## src/rtl/pfa_pkg.sv

```systemverilog
// Shared types and codes for the partition fit allocator.
`default_nettype none

package pfa_pkg;

   // table depth; index and count fields on the ports are sized for it
   localparam int MAX_PARTS = 16;

   // operation codes carried in req_tuser
   typedef enum logic [1:0] {
      OP_APPEND  = 2'd0,
      OP_REQUEST = 2'd1,
      OP_FREE    = 2'd2,
      OP_MERGE   = 2'd3
   } op_type;

   // result status codes carried in rsp_tuser
   typedef enum logic [1:0] {
      ST_OK     = 2'd0,
      ST_NOFIT  = 2'd1,
      ST_ERROR  = 2'd2
   } status_type;

   // fit policy register codes; the unused code behaves as first fit
   localparam logic [1:0] POL_BEST  = 2'd0;
   localparam logic [1:0] POL_FIRST = 2'd1;
   localparam logic [1:0] POL_WORST = 2'd2;

   typedef enum logic [2:0] {
      FSM_IDLE,
      FSM_SEARCH,
      FSM_COMMIT,
      FSM_MERGE,
      FSM_MERGE_WB,
      FSM_DONE
   } state_type;

   // controller -> datapath
   typedef struct packed {
      logic load;      // capture the word and run append or free
      logic read_en;   // issue a table read at the scan pointer
      logic commit;    // write back the chosen entry of a request
      logic merge_wb;  // write the last merged entry and the new count
      logic rsp_load;  // move the result into the output register
   } cmd_type;

   // datapath -> controller
   typedef struct packed {
      logic scan_end;  // every entry below the count has been read
      logic rd_vld;    // read data is being evaluated this cycle
      logic cnt_zero;  // table is empty
   } sts_type;

endpackage

`default_nettype wire

```

## src/rtl/pfa_datapath.sv

```systemverilog
// Partition table memories, scan logic and result registers.
`default_nettype none

module pfa_datapath #(
   parameter int SIZE_BITS = 16
) (
   input  wire                     clock,
   input  wire                     reset,
   input  wire                     csr_we,
   input  wire  [1:0]              csr_wdata,
   input  wire  [1:0]              op,
   input  wire  [15:0]             req_size,
   input  wire  [3:0]              entry_index,
   input  wire  pfa_pkg::cmd_type  cmd,
   output pfa_pkg::sts_type        sts,
   output logic [1:0]              rsp_status,
   output logic [3:0]              rsp_chosen,
   output logic [4:0]              rsp_entries
);

   localparam int IDX_W = $clog2(pfa_pkg::MAX_PARTS);
   localparam int CNT_W = $clog2(pfa_pkg::MAX_PARTS + 1);

   logic [1:0]           policy_ff;
   logic [1:0]           op_ff;
   logic [SIZE_BITS-1:0] amt_ff;
   logic [CNT_W-1:0]     cnt_ff;
   logic [CNT_W-1:0]     rd_ptr_ff;
   logic                 rd_vld_ff;
   logic [IDX_W-1:0]     data_idx_ff;
   logic [SIZE_BITS-1:0] rd_size_ff;
   logic [SIZE_BITS-1:0] rd_used_ff;
   logic                 found_ff;
   logic [IDX_W-1:0]     best_idx_ff;
   logic [SIZE_BITS-1:0] best_free_ff;
   logic [SIZE_BITS-1:0] best_used_ff;
   logic [IDX_W-1:0]     w_ptr_ff;
   logic [SIZE_BITS-1:0] cache_size_ff;
   logic [SIZE_BITS-1:0] cache_used_ff;
   logic [1:0]           res_status_ff;
   logic [3:0]           res_chosen_ff;
   logic [4:0]           res_count_ff;
   logic [1:0]           rsp_status_ff;
   logic [3:0]           rsp_chosen_ff;
   logic [4:0]           rsp_entries_ff;

   logic [SIZE_BITS-1:0] mem_size_ff [pfa_pkg::MAX_PARTS];
   logic [SIZE_BITS-1:0] mem_used_ff [pfa_pkg::MAX_PARTS];

   logic [SIZE_BITS-1:0] amt_in;
   logic                 room;
   logic                 idx_ok;
   logic [SIZE_BITS-1:0] free_cur;
   logic                 fits;
   logic                 take;
   logic                 eval_req;
   logic                 eval_merge;
   logic                 merge_join;
   logic                 merge_adv;
   logic [SIZE_BITS:0]   sum_wide;
   logic [SIZE_BITS-1:0] merged_size;
   logic [CNT_W-1:0]     w_count;

   logic                 size_we;
   logic                 used_we;
   logic [IDX_W-1:0]     wr_addr;
   logic [SIZE_BITS-1:0] wr_size;
   logic [SIZE_BITS-1:0] wr_used;
   logic [IDX_W-1:0]     rd_addr;

   assign amt_in  = SIZE_BITS'(req_size);
   assign room    = (32'(cnt_ff) < pfa_pkg::MAX_PARTS);
   assign idx_ok  = (32'(entry_index) < 32'(cnt_ff));
   assign rd_addr = rd_ptr_ff[IDX_W-1:0];
   assign w_count = CNT_W'(w_ptr_ff) + CNT_W'(1);

   assign free_cur   = rd_size_ff - rd_used_ff;
   assign fits       = (free_cur >= amt_ff);
   assign eval_req   = rd_vld_ff && (op_ff == pfa_pkg::OP_REQUEST);
   assign eval_merge = rd_vld_ff && (op_ff == pfa_pkg::OP_MERGE);
   assign merge_join = (cache_used_ff == '0) && (rd_used_ff == '0);
   assign merge_adv  = eval_merge && (data_idx_ff != '0) && !merge_join;

   assign sum_wide    = {1'b0, cache_size_ff} + {1'b0, rd_size_ff};
   assign merged_size = sum_wide[SIZE_BITS] ? '1 : sum_wide[SIZE_BITS-1:0];

   // later entry wins ties in best and worst fit
   always_comb begin
      unique case (policy_ff)
         pfa_pkg::POL_BEST:  take = fits && (!found_ff || (best_free_ff >= free_cur));
         pfa_pkg::POL_WORST: take = fits && (!found_ff || (best_free_ff <= free_cur));
         default:            take = fits && !found_ff;
      endcase
   end

   // single write port into the table
   always_comb begin
      size_we = 1'b0;
      used_we = 1'b0;
      wr_addr = w_ptr_ff;
      wr_size = cache_size_ff;
      wr_used = cache_used_ff;
      priority if (cmd.load) begin
         if ((op == pfa_pkg::OP_APPEND) && room) begin
            size_we = 1'b1;
            used_we = 1'b1;
            wr_addr = cnt_ff[IDX_W-1:0];
            wr_size = amt_in;
            wr_used = '0;
         end else if ((op == pfa_pkg::OP_FREE) && idx_ok) begin
            used_we = 1'b1;
            wr_addr = IDX_W'(entry_index);
            wr_used = '0;
         end
      end else if (cmd.commit && found_ff) begin
         used_we = 1'b1;
         wr_addr = best_idx_ff;
         wr_used = best_used_ff + amt_ff;
      end else if (cmd.merge_wb || merge_adv) begin
         size_we = 1'b1;
         used_we = 1'b1;
      end
   end

   always_ff @(posedge clock) begin
      if (size_we) begin
         mem_size_ff[wr_addr] <= wr_size;
      end
      if (used_we) begin
         mem_used_ff[wr_addr] <= wr_used;
      end
      if (cmd.read_en) begin
         rd_size_ff <= mem_size_ff[rd_addr];
         rd_used_ff <= mem_used_ff[rd_addr];
      end
   end

   always_ff @(posedge clock) begin
      if (reset) begin
         policy_ff <= pfa_pkg::POL_FIRST;
         cnt_ff    <= '0;
         rd_vld_ff <= 1'b0;
      end else begin
         if (csr_we) begin
            policy_ff <= csr_wdata;
         end
         rd_vld_ff <= cmd.read_en;
         if (cmd.load && (op == pfa_pkg::OP_APPEND) && room) begin
            cnt_ff <= cnt_ff + CNT_W'(1);
         end else if (cmd.merge_wb) begin
            cnt_ff <= w_count;
         end
      end
   end

   // scan, search and merge state
   always_ff @(posedge clock) begin
      if (cmd.load) begin
         op_ff     <= op;
         amt_ff    <= amt_in;
         rd_ptr_ff <= '0;
         found_ff  <= 1'b0;
         w_ptr_ff  <= '0;
      end else if (cmd.read_en) begin
         rd_ptr_ff <= rd_ptr_ff + CNT_W'(1);
      end
      if (cmd.read_en) begin
         data_idx_ff <= rd_addr;
      end
      if (eval_req && take) begin
         found_ff     <= 1'b1;
         best_idx_ff  <= data_idx_ff;
         best_free_ff <= free_cur;
         best_used_ff <= rd_used_ff;
      end
      if (eval_merge) begin
         if (data_idx_ff == '0) begin
            cache_size_ff <= rd_size_ff;
            cache_used_ff <= rd_used_ff;
         end else if (merge_join) begin
            cache_size_ff <= merged_size;
         end else begin
            w_ptr_ff      <= w_ptr_ff + IDX_W'(1);
            cache_size_ff <= rd_size_ff;
            cache_used_ff <= rd_used_ff;
         end
      end
   end

   // result of the current word
   always_ff @(posedge clock) begin
      if (cmd.load) begin
         unique case (op)
            pfa_pkg::OP_APPEND: begin
               res_status_ff <= room ? pfa_pkg::ST_OK : pfa_pkg::ST_ERROR;
               res_chosen_ff <= room ? 4'(cnt_ff) : 4'd0;
               res_count_ff  <= room ? 5'(cnt_ff + CNT_W'(1)) : 5'(cnt_ff);
            end
            pfa_pkg::OP_FREE: begin
               res_status_ff <= idx_ok ? pfa_pkg::ST_OK : pfa_pkg::ST_ERROR;
               res_chosen_ff <= '0;
               res_count_ff  <= 5'(cnt_ff);
            end
            default: begin
               res_status_ff <= pfa_pkg::ST_OK;
               res_chosen_ff <= '0;
               res_count_ff  <= 5'(cnt_ff);
            end
         endcase
      end else if (cmd.commit) begin
         if (found_ff) begin
            res_chosen_ff <= 4'(best_idx_ff);
         end else begin
            res_status_ff <= pfa_pkg::ST_NOFIT;
         end
      end else if (cmd.merge_wb) begin
         res_count_ff <= 5'(w_count);
      end
      if (cmd.rsp_load) begin
         rsp_status_ff  <= res_status_ff;
         rsp_chosen_ff  <= res_chosen_ff;
         rsp_entries_ff <= res_count_ff;
      end
   end

   assign sts.scan_end = (rd_ptr_ff == cnt_ff);
   assign sts.rd_vld   = rd_vld_ff;
   assign sts.cnt_zero = (cnt_ff == '0);

   assign rsp_status  = rsp_status_ff;
   assign rsp_chosen  = rsp_chosen_ff;
   assign rsp_entries = rsp_entries_ff;

   a_cnt_bound: assert property (@(posedge clock) disable iff (reset)
      32'(cnt_ff) <= pfa_pkg::MAX_PARTS)
      else $error("entry count above table depth");

   a_merge_order: assert property (@(posedge clock) disable iff (reset)
      (eval_merge && (data_idx_ff != '0)) |-> (w_ptr_ff < data_idx_ff))
      else $error("merge write pointer caught up with read");

   a_commit_found: assert property (@(posedge clock) disable iff (reset)
      (cmd.commit && found_ff) |=> (res_status_ff == pfa_pkg::ST_OK))
      else $error("fitting request not reported done");

endmodule

`default_nettype wire

```

## src/rtl/pfa_controller.sv

```systemverilog
// Sequencing state machine and output word valid for the allocator.
`default_nettype none

module pfa_controller (
   input  wire                     clock,
   input  wire                     reset,
   input  wire                     req_tvalid,
   output logic                    req_tready,
   input  wire  [1:0]              op,
   input  wire  pfa_pkg::sts_type  sts,
   output pfa_pkg::cmd_type        cmd,
   output logic                    rsp_tvalid,
   input  wire                     rsp_tready
);

   pfa_pkg::state_type state_ff;
   pfa_pkg::state_type state_in;
   logic               rsp_valid_ff;
   logic               rsp_valid_in;
   logic               accept;
   logic               out_free;

   assign accept   = req_tvalid && (state_ff == pfa_pkg::FSM_IDLE);
   assign out_free = !rsp_valid_ff || rsp_tready;

   always_comb begin
      state_in = state_ff;
      unique case (state_ff)
         pfa_pkg::FSM_IDLE: begin
            if (accept) begin
               if (op == pfa_pkg::OP_REQUEST) begin
                  state_in = pfa_pkg::FSM_SEARCH;
               end else if ((op == pfa_pkg::OP_MERGE) && !sts.cnt_zero) begin
                  state_in = pfa_pkg::FSM_MERGE;
               end else begin
                  state_in = pfa_pkg::FSM_DONE;
               end
            end
         end
         pfa_pkg::FSM_SEARCH: begin
            if (sts.scan_end && !sts.rd_vld) begin
               state_in = pfa_pkg::FSM_COMMIT;
            end
         end
         pfa_pkg::FSM_COMMIT: begin
            state_in = pfa_pkg::FSM_DONE;
         end
         pfa_pkg::FSM_MERGE: begin
            if (sts.scan_end && !sts.rd_vld) begin
               state_in = pfa_pkg::FSM_MERGE_WB;
            end
         end
         pfa_pkg::FSM_MERGE_WB: begin
            state_in = pfa_pkg::FSM_DONE;
         end
         pfa_pkg::FSM_DONE: begin
            if (out_free) begin
               state_in = pfa_pkg::FSM_IDLE;
            end
         end
         default: begin
            state_in = pfa_pkg::FSM_IDLE;
         end
      endcase
   end

   always_comb begin
      cmd        = '0;
      req_tready = 1'b0;
      unique case (state_ff)
         pfa_pkg::FSM_IDLE: begin
            req_tready = 1'b1;
            cmd.load   = accept;
         end
         pfa_pkg::FSM_SEARCH, pfa_pkg::FSM_MERGE: begin
            cmd.read_en = !sts.scan_end;
         end
         pfa_pkg::FSM_COMMIT: begin
            cmd.commit = 1'b1;
         end
         pfa_pkg::FSM_MERGE_WB: begin
            cmd.merge_wb = 1'b1;
         end
         pfa_pkg::FSM_DONE: begin
            cmd.rsp_load = out_free;
         end
         default: begin
         end
      endcase
   end

   always_comb begin
      if (cmd.rsp_load) begin
         rsp_valid_in = 1'b1;
      end else if (rsp_tready) begin
         rsp_valid_in = 1'b0;
      end else begin
         rsp_valid_in = rsp_valid_ff;
      end
   end

   always_ff @(posedge clock) begin
      if (reset) begin
         state_ff     <= pfa_pkg::FSM_IDLE;
         rsp_valid_ff <= 1'b0;
      end else begin
         state_ff     <= state_in;
         rsp_valid_ff <= rsp_valid_in;
      end
   end

   assign rsp_tvalid = rsp_valid_ff;

   a_no_overwrite: assert property (@(posedge clock) disable iff (reset)
      cmd.rsp_load |-> (!rsp_valid_ff || rsp_tready))
      else $error("output word overwritten before taken");

   a_done_holds: assert property (@(posedge clock) disable iff (reset)
      ((state_ff == pfa_pkg::FSM_DONE) && !out_free) |=> (state_ff == pfa_pkg::FSM_DONE))
      else $error("left done state with output still full");

endmodule

`default_nettype wire

```

## src/rtl/partition_fit_allocator.sv

```systemverilog
// A result loads into the output register in the done state: append, free and
// empty merge reach it straight from accept, a request by way of search and commit,
// a merge over entries by way of merge and merge write-back (one table read per
// scan cycle); rsp_tvalid rises with that load. The next word is accepted only once
// it is back in idle after the load; a result not yet taken holds the next one's load.
// Synchronous active-high reset empties the table, sets first fit, drops rsp_tvalid.
`default_nettype none

module partition_fit_allocator #(
   parameter int SIZE_BITS = 16
) (
   input  wire         clock,
   input  wire         reset,
   input  wire         csr_we,
   input  wire  [1:0]  csr_wdata,     // fit_policy
   input  wire         req_tvalid,
   output logic        req_tready,
   input  wire  [23:0] req_tdata,     // req_size[15:0], entry_index[19:16], zero pad
   input  wire  [1:0]  req_tuser,     // op
   output logic        rsp_tvalid,
   input  wire         rsp_tready,
   output logic [15:0] rsp_tdata,     // chosen_index[3:0], entries_now[8:4], zero pad
   output logic [1:0]  rsp_tuser      // status
);

   pfa_pkg::cmd_type cmd;
   pfa_pkg::sts_type sts;
   logic [3:0]       rsp_chosen;
   logic [4:0]       rsp_entries;

   pfa_controller u_ctrl (
      .clock      (clock),
      .reset      (reset),
      .req_tvalid (req_tvalid),
      .req_tready (req_tready),
      .op         (req_tuser),
      .sts        (sts),
      .cmd        (cmd),
      .rsp_tvalid (rsp_tvalid),
      .rsp_tready (rsp_tready)
   );

   pfa_datapath #(
      .SIZE_BITS (SIZE_BITS)
   ) u_dp (
      .clock       (clock),
      .reset       (reset),
      .csr_we      (csr_we),
      .csr_wdata   (csr_wdata),
      .op          (req_tuser),
      .req_size    (req_tdata[15:0]),
      .entry_index (req_tdata[19:16]),
      .cmd         (cmd),
      .sts         (sts),
      .rsp_status  (rsp_tuser),
      .rsp_chosen  (rsp_chosen),
      .rsp_entries (rsp_entries)
   );

   assign rsp_tdata = {7'd0, rsp_entries, rsp_chosen};

endmodule

`default_nettype wire
```

## config.mk

```make
export PLATFORM = sky130hd
export DESIGN_NAME = partition_fit_allocator
export DESIGN_NICKNAME = d
export VERILOG_FILES = /design/src/rtl/pfa_pkg.sv /design/src/rtl/pfa_datapath.sv /design/src/rtl/pfa_controller.sv /design/src/rtl/partition_fit_allocator.sv
export SDC_FILE = /design/constraint.sdc
export NUM_CORES = 1
export LEC_CHECK = 0
export BUFFER_PORTS_ARGS = -buffer_cell sky130_fd_sc_hd__buf_4
export CELL_PAD_IN_SITES_DETAIL_PLACEMENT = 0
export CELL_PAD_IN_SITES_GLOBAL_PLACEMENT = 1
export CORE_ASPECT_RATIO = 2
export CORE_UTILIZATION = 40
export CTS_CLUSTER_DIAMETER = 150
export DETAILED_ROUTE_END_ITERATION = 16
export PLACE_DENSITY = 0.67
export SYNTH_ARGS = -nofsm -noshare
export SYNTH_HDL_FRONTEND = slang
export SYNTH_HIERARCHICAL = 1
export SYNTH_SLANG_ARGS = --single-unit
```

## constraint.sdc

```tcl
create_clock -name clock -period 6.62 [get_ports clock]
set_input_delay 0.993 -clock clock [delete_from_list [all_inputs] [get_ports clock]]
set_output_delay 0.993 -clock clock [all_outputs]
set_load 0.01 [all_outputs]
```

==> impl_metrics.ini <==
[worst_setup_path]
critical-path-top-delay-family = compound AO/OA/AOI/OAI gates
path_cells = inv_1 > ha_1 > inv_1 > fa_1 > a211oi_1 > o21bai_4 > a221oi_4 > o21bai_1 > a21oi_1 > xnor2_1 > inv_1 > ha_1 > and4_1 > nand4_1 > or3_1 > a211o_1 > nand3_1 > and4b_1 > nor3_4 > buf_4
path_max_fanout = 37
end_kind = flip-flop
worstPathRequired_ns = 6.88
critical_path_class = flip-flop to flip-flop
worst-path-buf-inv = 4
arrival_ns = 5.93
start_kind = flip-flop
cpMaxStageDelayCell = a211oi_1
slowest_delay_ns = 0.50
crit_path_frequent_cell = inv_1

[global_routing]
grt_antenna_before_repair = 0
grt_pass1_vias = 15869
grt_pass1_wl_mm = 103
overflow = 0
grt_start_max_net_pins = 134
grt_use_total_pct = 19.5

[logic_synthesis]
synth.most_common_cell = edfxtp_1
synth_common_cells = 656 x edfxtp_1, 160 x mux4_2, 102 x nor2_1
synthTopCellsByArea = edfxtp_1 68%, mux4_2 12%, ha_1 3.7%
yosysUniqueCellTypes = 71
ys_seq_area_share_pct = 69.5
syn_avg_cell_area_um2 = 17.4
synth.cell_area_um2 = 29000
synth-seq-cells = 678
syn_inst = 1670
synth-edff-count = 656
synth_flop_cell = edfxtp_1
async_reset_ff_share_pct = 0
synth_top_area_cell = edfxtp_1
synth_top_area_share_pct = 68.0
ys.warnings.count = 6

[route]
wl_met1_mm = 25.6
drc = 0
vias = 15222
first_pass_iters = 5
top_layer = met4
dr_wl_met2_mm = 39.6
antenna_left = 0
wl_met3_mm = 2.58
drt_iter0_drc = 1173
wl_mm = 70.6
wl_per_cell_um = 26.0
avgViaCountPerCell = 5.60

[floorplanning]
ios = 53
dieArea_um2 = 73600
coreArea_um2 = 71700
start_util_pct = 40.4
dieHeight_um = 383
die_w_um = 192
row_count = 139

[sta]
period_minus_slack_ns = 5.66
tns_ns = 0
fin_crit_sh_pct = 85.5
hold_ws_ns = 0.420
fin_skew_ns = 0.0280
max_freq_mhz = 177
maxSlewViolCount = 0
slew_headroom_pct = 26.9
final-setup-viol-count = 0
rsz0062_at_grt = no
tightest_slew_ns = 1.10
finalHoldViolations = 0

[clocking]
cts_sinks = 678
cts_setup_buffers = 0
ctsHoldBuffers = 0
numCtsBuffers = 55
clock_path_buffers = 3
cts_root_buffer = clkbuf_16
cts_htree_levels = 2
tritoncts = yes
clk_pin_slew_ns = 0.07
insertion_delay_ns = 0.63
cts_resized = 0

[placed_design]
portBuffers = 41
place.gp.congestion = 0.859
placed_area_um2 = 30700
hpwl_mm = 45.0

[power]
p_per_area_nw_per_um2 = 379
p_leak_nw = 10.7
ir_drop_mv = 0.399

[min_path]
hold_path_class = flip-flop to flip-flop

[finish]
diodes = 0
drive_gt1_share_pct = 21.8
post-route-cell-area_um2 = 32500
regArea_um2 = 20100
fin_nets = 1876
synthToLayoutAreaGrowth_pct = 12.1
multi_input_area_um2 = 8370
fill_cells = 6100
final_core_util_pct = 45.3

[run_status]
outcome = finished clean

[flow_run]
maxCapViolations = 0
[state kept, by name, summed over array words and instances, names as in the netlist, 5 cells and up]
| name | count |
|---|---|
| u_dp/cnt_ff | 5 |
| u_dp/best_used_ff | 16 |
| u_dp/cache_used_ff | 16 |
| u_dp/amt_ff | 16 |
| u_dp/res_count_ff | 5 |
| u_dp/mem_used_ff | 256 |
| u_dp/mem_size_ff | 256 |
| u_dp/cache_size_ff | 16 |
| u_dp/rd_size_ff | 16 |
| u_dp/rd_ptr_ff | 5 |
| u_dp/best_free_ff | 16 |
| u_dp/rd_used_ff | 16 |
| u_dp/rsp_entries | 5 |
[metal layers]
layer  global-route usage, %  up-vias
met5                       0        -
met3                    1.85      141
met4                    8.11        0
met1                    22.1     7914
met2                    36.8      401
li1                        -     6766
[through the flow]
stage	power, W	worst slack, ns	std cells
2_1_floorplan	0.00798	0.687	1676
3_3_place_gp	0.00900	0.921	2614
3_5_place_dp	0.00908	0.923	2614
4_1_cts	0.0124	0.916	2716
5_1_grt	0.0129	0.541	2716
6_report	0.0123	0.957	2716
[final cells by class]
class	instances	share of cell area, %
Sequential cell	678	62.0
Multi-Input combinational cell	854	25.8
Clock buffer	69	4.56
Tap cell	916	3.53
Timing Repair Buffer	93	2.26
Clock inverter	33	1.01
Inverter	73	0.843
[cells in the final DEF (no fill, tap or decap), types with 10 or more instances in the layout]
cell type | synthesis | layout
nor3_1 | 17 | 17
nor4_1 | 10 | 10
clkbuf_1 | 40 | 11
inv_1 | 72 | 72
clkbuf_16 | 0 | 57
nand2b_1 | 14 | 14
nor2_2 | 0 | 32
a31oi_1 | 10 | 10
nor2_1 | 102 | 70
ha_1 | 85 | 85
clkinv_2 | 0 | 12
a21oi_1 | 55 | 55
xor2_1 | 25 | 25
dfxtp_1 | 22 | 18
a21o_1 | 16 | 16
mux2i_1 | 17 | 17
mux4_2 | 160 | 160
nand3_1 | 26 | 26
o21ai_0 | 37 | 37
nor2b_1 | 13 | 13
buf_4 | 10 | 90
edfxtp_1 | 656 | 656
nand4_1 | 12 | 12
nand2_1 | 99 | 99
xnor2_1 | 26 | 26
clkinv_1 | 1 | 10
[worst paths after layout]
kind	startpoint	to	slack, ns	cells past startpoint
hold reg to reg	u_dp/res_status_ff[1]	u_dp/rsp_status[1]	0.42	0
setup / recovery	u_dp/rd_size_ff[0]	u_dp/best_used_ff[0]	0.96	20
hold / removal	u_dp/res_status_ff[1]	u_dp/rsp_status[1]	0.42	0
setup reg to reg	u_dp/rd_size_ff[0]	u_dp/best_used_ff[0]	0.96	20
[cell families (layout without fill, tap and decap cells)]
family / Yosys count / count (layout) / synth area share [%]
AND/OR/NAND/NOR: 331 / 331 / 5.42
multiplexers: 178 / 178 / 13.1
AO/OA/AOI/OAI: 199 / 199 / 4.59
flip-flops: 678 / 678 / 69.5
XOR/XNOR: 51 / 51 / 1.54
buffers and inverters: 144 / 268 / 2.00
other: 1 / 7 / 0.0129
adder cells (fa/ha/maj): 88 / 88 / 3.88
[power by group]
group | switching (W) | internal, W
Sequential | 0.000257 | 0.00537
Clock | 0.00155 | 0.00179
Combinational | 0.00191 | 0.00142
Power figures use the tool's default switching activity.
